### config.mk
export PLATFORM = sky130hd
export DESIGN_NAME = date_difference
export DESIGN_NICKNAME = d
export VERILOG_FILES = /design/src/hdl/dd_pkg.sv /design/src/hdl/dd_day_number.sv /design/src/hdl/dd_year_count.sv /design/src/hdl/date_difference.sv
export SDC_FILE = /design/constraint.sdc
export NUM_CORES = 2
export LEC_CHECK = 0
export BUFFER_PORTS_ARGS = -buffer_cell sky130_fd_sc_hd__buf_2
export CAP_MARGIN = 5
export CELL_PAD_IN_SITES_DETAIL_PLACEMENT = 0
export CELL_PAD_IN_SITES_GLOBAL_PLACEMENT = 1
export CORE_MARGIN = 8
export CORE_UTILIZATION = 50
export CTS_BUF_LIST = sky130_fd_sc_hd__clkbuf_8
export DETAILED_ROUTE_END_ITERATION = 8
export GPL_ROUTABILITY_DRIVEN = 0
export PLACE_DENSITY = 0.81
export SYNTH_ARGS = -nofsm -noshare
export SYNTH_HDL_FRONTEND = slang
export SYNTH_SLANG_ARGS = --single-unit
### constraint.sdc
create_clock -name clk -period 36.3 [get_ports clk]
set_input_delay 7.26 -clock clk [delete_from_list [all_inputs] [get_ports clk]]
set_output_delay 7.26 -clock clk [all_outputs]
set_load 0.02 [all_outputs]
### src/hdl/dd_pkg.sv
// dd_pkg.sv
// constants and helper functions for the date difference block
// no dependencies
`timescale 1ns / 1ps

package dd_pkg;

  localparam int YEAR_W = 14;
  localparam int MONTH_W = 4;
  localparam int DAY_W = 5;
  localparam int DAYNUM_W = 23;
  localparam int FULL_YEARS_W = 15;

  // highest year taken as is, larger years saturate here
  localparam int unsigned YEAR_MAX = 9999;

  localparam int unsigned DAYS_PER_YEAR = 365;
  localparam int unsigned DAYS_PER_LEAP_YEAR = 366;
  localparam int unsigned CENTURY = 100;
  localparam int unsigned QUAD_CENTURY = 400;

  // floor(x / 100) = (x * 5243) >> 19, exact for x below 43690
  localparam int DIV100_IN_W = YEAR_W + 1;
  localparam int DIV100_OUT_W = 8;
  localparam int unsigned DIV100_MUL = 5243;
  localparam int DIV100_SHIFT = 19;
  localparam int DIV100_PROD_W = DIV100_IN_W + 13;

  localparam int DOY_W = 9;
  localparam logic [MONTH_W-1:0] MONTH_FEB = 4'd2;

  typedef logic [YEAR_W-1:0] year_t;
  typedef logic [MONTH_W-1:0] month_t;
  typedef logic [DAY_W-1:0] day_t;
  typedef logic [DAYNUM_W-1:0] daynum_t;
  typedef logic signed [FULL_YEARS_W-1:0] full_years_t;

  typedef struct packed {
    year_t  year;
    month_t month;
    day_t   day;
  } date_t;

  function automatic year_t clamp_year(input year_t y);
    year_t r;
    r = y;
    if (32'(y) > YEAR_MAX) begin
      r = YEAR_W'(YEAR_MAX);
    end
    return r;
  endfunction

  function automatic logic [DIV100_OUT_W-1:0] div100(input logic [DIV100_IN_W-1:0] x);
    logic [DIV100_PROD_W-1:0] p;
    p = DIV100_PROD_W'(x) * DIV100_PROD_W'(DIV100_MUL);
    return DIV100_OUT_W'(p >> DIV100_SHIFT);
  endfunction

  // days before the first of month m; months past december see the full year
  function automatic logic [DOY_W-1:0] days_before_month(input month_t m);
    logic [DOY_W-1:0] r;
    case (m)
      4'd0:    r = 9'd0;
      4'd1:    r = 9'd0;
      4'd2:    r = 9'd31;
      4'd3:    r = 9'd59;
      4'd4:    r = 9'd90;
      4'd5:    r = 9'd120;
      4'd6:    r = 9'd151;
      4'd7:    r = 9'd181;
      4'd8:    r = 9'd212;
      4'd9:    r = 9'd243;
      4'd10:   r = 9'd273;
      4'd11:   r = 9'd304;
      4'd12:   r = 9'd334;
      default: r = DOY_W'(DAYS_PER_YEAR);
    endcase
    return r;
  endfunction

endpackage

### src/hdl/dd_day_number.sv
// dd_day_number.sv
// closed-form day count of one date from the first day of year zero
// uses dd_pkg
`timescale 1ns / 1ps

module dd_day_number (
  input  dd_pkg::date_t   date,
  output dd_pkg::daynum_t day_number
);

  logic [dd_pkg::DIV100_IN_W-1:0] y_ext;
  logic [dd_pkg::DIV100_IN_W-1:0] y_p3;
  logic [dd_pkg::DIV100_IN_W-1:0] y_p99;
  logic [dd_pkg::DIV100_IN_W-1:0] y_p399;
  logic [dd_pkg::DIV100_OUT_W-1:0] cent_floor;
  logic [dd_pkg::DIV100_OUT_W-1:0] cent_ceil;
  logic [dd_pkg::DIV100_OUT_W-1:0] quad_cent;
  logic leap;
  logic leap_add;

  assign y_ext  = dd_pkg::DIV100_IN_W'(date.year);
  assign y_p3   = y_ext + dd_pkg::DIV100_IN_W'(3);
  assign y_p99  = y_ext + dd_pkg::DIV100_IN_W'(dd_pkg::CENTURY - 1);
  assign y_p399 = y_ext + dd_pkg::DIV100_IN_W'(dd_pkg::QUAD_CENTURY - 1);

  assign cent_floor = dd_pkg::div100(y_ext);
  assign cent_ceil  = dd_pkg::div100(y_p99);
  assign quad_cent  = dd_pkg::div100(y_p399 >> 2);

  // multiple of 100 when floor and ceiling of y/100 agree
  assign leap = (date.year[1:0] == 2'b00) &&
                ((cent_floor != cent_ceil) || (cent_floor[1:0] == 2'b00));
  assign leap_add = leap && (date.month > dd_pkg::MONTH_FEB);

  always_comb begin
    day_number = dd_pkg::DAYNUM_W'(date.year) * dd_pkg::DAYNUM_W'(dd_pkg::DAYS_PER_YEAR)
               + dd_pkg::DAYNUM_W'(y_p3 >> 2)
               - dd_pkg::DAYNUM_W'(cent_ceil)
               + dd_pkg::DAYNUM_W'(quad_cent)
               + dd_pkg::DAYNUM_W'(dd_pkg::days_before_month(date.month))
               + dd_pkg::DAYNUM_W'(leap_add)
               + dd_pkg::DAYNUM_W'(date.day);
  end

endmodule

### src/hdl/dd_year_count.sv
// dd_year_count.sv
// completed years between two dates, anniversary on month and day
// uses dd_pkg
`timescale 1ns / 1ps

module dd_year_count (
  input  dd_pkg::date_t       from_date,
  input  dd_pkg::date_t       to_date,
  output dd_pkg::full_years_t full_years
);

  logic anniv_reached;

  assign anniv_reached = (to_date.month > from_date.month) ||
                         ((to_date.month == from_date.month) &&
                          (to_date.day >= from_date.day));

  always_comb begin
    full_years = dd_pkg::FULL_YEARS_W'(to_date.year)
               - dd_pkg::FULL_YEARS_W'(from_date.year)
               - dd_pkg::FULL_YEARS_W'(1)
               + dd_pkg::FULL_YEARS_W'(anniv_reached);
  end

endmodule

### src/hdl/date_difference.sv
// date_difference.sv
// top level: input register, day count and year count logic, result register
// uses dd_pkg, dd_day_number, dd_year_count
`timescale 1ns / 1ps

//  channel | handshake                   | word
//  --------+-----------------------------+-------------------------------------------
//  dates   | dates_valid / dates_stall   | from_year/month/day, to_year/month/day
//  result  | result_valid / result_stall | day_difference, full_years
//
//  one date pair per cycle unless stalled; input register, then result register
//  the rate is set by the single pass of closed-form logic between the registers
//  rst clears both valid flags; payload registers are not reset
//  dates_stall rises only while both registers hold words and result_stall is high

module date_difference (
  input  logic                                 clk,
  input  logic                                 rst,
  input  logic                                 dates_valid,
  output logic                                 dates_stall,
  input  logic [dd_pkg::YEAR_W-1:0]            from_year,
  input  logic [dd_pkg::MONTH_W-1:0]           from_month,
  input  logic [dd_pkg::DAY_W-1:0]             from_day,
  input  logic [dd_pkg::YEAR_W-1:0]            to_year,
  input  logic [dd_pkg::MONTH_W-1:0]           to_month,
  input  logic [dd_pkg::DAY_W-1:0]             to_day,
  output logic                                 result_valid,
  input  logic                                 result_stall,
  output logic signed [dd_pkg::DAYNUM_W-1:0]   day_difference,
  output logic signed [dd_pkg::FULL_YEARS_W-1:0] full_years
);

  // input register
  logic          in_vld;
  dd_pkg::date_t in_from;
  dd_pkg::date_t in_to;

  logic dates_take;
  logic res_load;

  // combinational single pass
  dd_pkg::date_t       from_clamped;
  dd_pkg::date_t       to_clamped;
  dd_pkg::daynum_t     from_dn;
  dd_pkg::daynum_t     to_dn;
  dd_pkg::full_years_t years_calc;

  // result register can load when empty or when its word is leaving
  assign res_load    = !result_valid || !result_stall;
  assign dates_stall = in_vld && !res_load;
  assign dates_take  = dates_valid && !dates_stall;

  always_ff @(posedge clk) begin
    if (rst) begin
      in_vld <= 1'b0;
    end else if (dates_take) begin
      in_vld <= 1'b1;
    end else if (res_load) begin
      in_vld <= 1'b0;
    end
  end

  always_ff @(posedge clk) begin
    if (dates_take) begin
      in_from <= '{year: from_year, month: from_month, day: from_day};
      in_to   <= '{year: to_year, month: to_month, day: to_day};
    end
  end

  // years beyond the supported range saturate before any use
  always_comb begin
    from_clamped      = in_from;
    from_clamped.year = dd_pkg::clamp_year(in_from.year);
    to_clamped        = in_to;
    to_clamped.year   = dd_pkg::clamp_year(in_to.year);
  end

  dd_day_number u_from_dn (
    .date       (from_clamped),
    .day_number (from_dn)
  );

  dd_day_number u_to_dn (
    .date       (to_clamped),
    .day_number (to_dn)
  );

  dd_year_count u_years (
    .from_date  (from_clamped),
    .to_date    (to_clamped),
    .full_years (years_calc)
  );

  // result register
  always_ff @(posedge clk) begin
    if (rst) begin
      result_valid <= 1'b0;
    end else if (res_load) begin
      result_valid <= in_vld;
    end
  end

  always_ff @(posedge clk) begin
    if (res_load && in_vld) begin
      // day count difference wraps at the field width
      day_difference <= signed'(to_dn - from_dn);
      full_years     <= years_calc;
    end
  end

endmodule

==> results.yml <==
worst_setup_path:
  crit_top_cell: "fa_1"
  r2r_slack_ns: 19.69
  startpoint_type: "flop"
  slowest_delay_ns: 0.92
  ff2ff_path_depth: 53
  slowest_stage: "edfxtp_1"
  timing.rr.start: "in_from[22]"
  path_max_fanout: 14
  r2r-end: "day_difference[21]"
  end_kind: "flop"
  arrival_ns: 16.92
  crit_required_ns: 36.61
  path_class: "reg2reg"
sta:
  hold_viol: 0
  setup-violations-final: 0
  fin_crit_sh: 0.4575
  final.min_clock_period_ns: 16.61
  skew_ns: 0.04205
  rsz0062_at_grt: "no"
  tightest_slew_ns: 1.157
  tns_ns: 0
  slew_violations: 0
  clock.fmax_mhz: 60.21
  slew_headroom: 0.2286
worst_hold_path:
  min_path_cells: 2
  hp-start: "in_vld"
  hold_class: "reg2reg"
  hold_end: "result_valid"
layout:
  layout-drive-gt1-share: 0.05007
  mostFrequentLayoutCells: "inv_1, ha_1, fa_1"
  layout.nets: 4885
  ff_latch_area_mm2: 0.002923
  instances_no_fill: 4329
  multiInputGateArea_mm2: 0.02722
  area_delta_synth_final_pct: 5.385
  layout_commonest_cell: "inv_1"
  fillers: 6046
route:
  first_pass_iters: 5
  wl_mm: 83.34
  routed-wl-met3_mm: 6.123
  dr.first_iter.drc_count: 1101
  met1_length_mm: 38.37
  ant_nets: 0
  route.top_layer_used: "met4"
  routedWlPerCell_um: 19.25
  vias: 22020
  viasPerCell: 5.086
  wl_met2_mm: 36.91
  drcViolationCount: 0
cts:
  cts_hold_buf: 0
  clk_pin_slew_ns: 0.11
  cts_buffers: 9
  htreeDepth: 3
  root_buffer: "clkbuf_8"
  clkLatencyLatePin_ns: 0.48
  ctsResizeCount: 0
  cts_tree: "yes"
  post-cts-setup-buffers: 0
  cts_sinks: 104
  clock_path_buffers: 2
global_route:
  grt_pass1_wl_mm: 132.3
  grt_use_total: 0.2235
  grt.overflow.total: 0
  antenna_found_initial: 1
  grt_max_degree: 39
  grt_pass1_vias: 23660
synthesis:
  yosysTopAreaCell: "fa_1"
  syn_area_mm2: 0.03400
  synth.area.top_cells: "fa_1, ha_1, inv_1"
  synth_fp_nets: 4778
  synth_xor_area_frac: 0.05178
  synth_seq_cells: 104
  synthAdderAreaFrac: 0.6372
  synth_edf_count: 84
  synthFlopType: "edfxtp_1"
  yosysWarningCount: 0
  yosysTopAreaCellShare: 0.3392
  synth_top_family_by_area: "adder cells"
  muxShareOfSynthArea: 0.006073
  synth.avg_cell_area_um2: 10.17
  ys_seq_area_frac: 0.08597
  synthArstFlopShare: 0
  synth_compound_area_frac: 0.05351
  ys_types: 85
  synth-simple-area-share: 0.05171
  syn_inst: 3343
die:
  rows: 95
  io_pins: 90
  dieHeight_um: 276.8
  design.core.area_mm2: 0.06728
  die_x_um: 276.8
  initial_core_util: 0.5053
  dieArea_mm2: 0.07659
status:
  status: "finished, final reports clean"
place:
  dp_cells: 4312
  place_hpwl_mm: 74.94
  io_buffers: 89
flow_run:
  drv_cap: 0
## synthesized netlist by cell type (all sizes together), types with 4 or more instances
cell / n
o21a: 9
nand3: 35
or3: 15
nor2b: 28
a2111oi: 6
dfxtp: 20
mux2i: 15
inv: 1006
edfxtp: 84
xor2: 31
fa: 576
and3: 12
ha: 809
nor3: 21
o21bai: 9
a21oi: 88
nand2: 85
a31oi: 9
and2: 9
clkbuf: 9
mux2: 5
xnor3: 5
o211ai: 9
o31ai: 10
a211o: 4
a211oi: 11
or2: 5
nand4: 16
nor2: 100
a31o: 5
o21ai: 49
xnor2: 146
nand2b: 14
a21o: 32
a21boi: 9
buf: 5
## metrics by stage
stage / worst slack, ns / cell area (um^2) / hold WS [ns] / util
after floorplan: 21.52 / 34000 / 0.4517 / -
after global placement: 20.12 / 35630 / 0.4931 / 0.5295
after detailed placement: 19.84 / 35630 / 0.4976 / 0.5295
after CTS: 19.80 / 35820 / 0.5273 / 0.5325
after global routing: 18.62 / 35820 / 0.5728 / 0.5325
final: 19.69 / 35830 / 0.5159 / 0.5325
## critical path, delay by kind of cell (launching register included)
kind                     cells  cell delay [ns]
AO/OA/AOI/OAI               14             3.49
XOR/XNOR                     3             0.84
adder cells (fa/ha/maj)     16             7.23
buffers and inverters       10             1.61
flip-flops                   1             0.92
AND/OR/NAND/NOR             10             2.33
## cell type report
| type | instances | area share |
|---|---|---|
| multi-input combinational | 2217 | 0.7597 |
| inverter | 1008 | 0.1057 |
| sequential | 104 | 0.08158 |
| tap | 873 | 0.03049 |
| timing repair buffer | 110 | 0.01683 |
| clock buffer | 9 | 0.003457 |
| clock inverter | 7 | 0.002095 |
| antenna | 1 | 0.00006985 |
## logic make-up after synthesis
logic type / count (synthesis)
xor gates and xnor gates: 182
AOI/OAI and AO/OA: 274
buffers and inverters: 1022
adders and majority gates: 1386
muxes: 20
DFF: 104
and+or+nand+nor: 355
## layer usage
metal | GRT usage | vias up
met1 | 0.3078 | 10810
li1 | - | 10640
met2 | 0.3501 | 492
met3 | 0.06065 | 82
met5 | 0 | -
met4 | 0.05107 | 0
## how the worst max path moves through the flow
stage,start,to,slack (ns),cells after the start
after floorplan,result_stall,dates_stall,21.52,2
after global placement,in_from[22],day_difference[22],20.12,54
after detailed placement,in_from[22],day_difference[22],19.84,54
after CTS,in_from[22],day_difference[22],19.80,54
after global routing,in_from[22],day_difference[22],18.62,54
final,in_from[22],day_difference[21],19.69,53
Power is not shown: default switching activity piles up to over one toggle a cycle in this logic, so the estimate is an artifact.
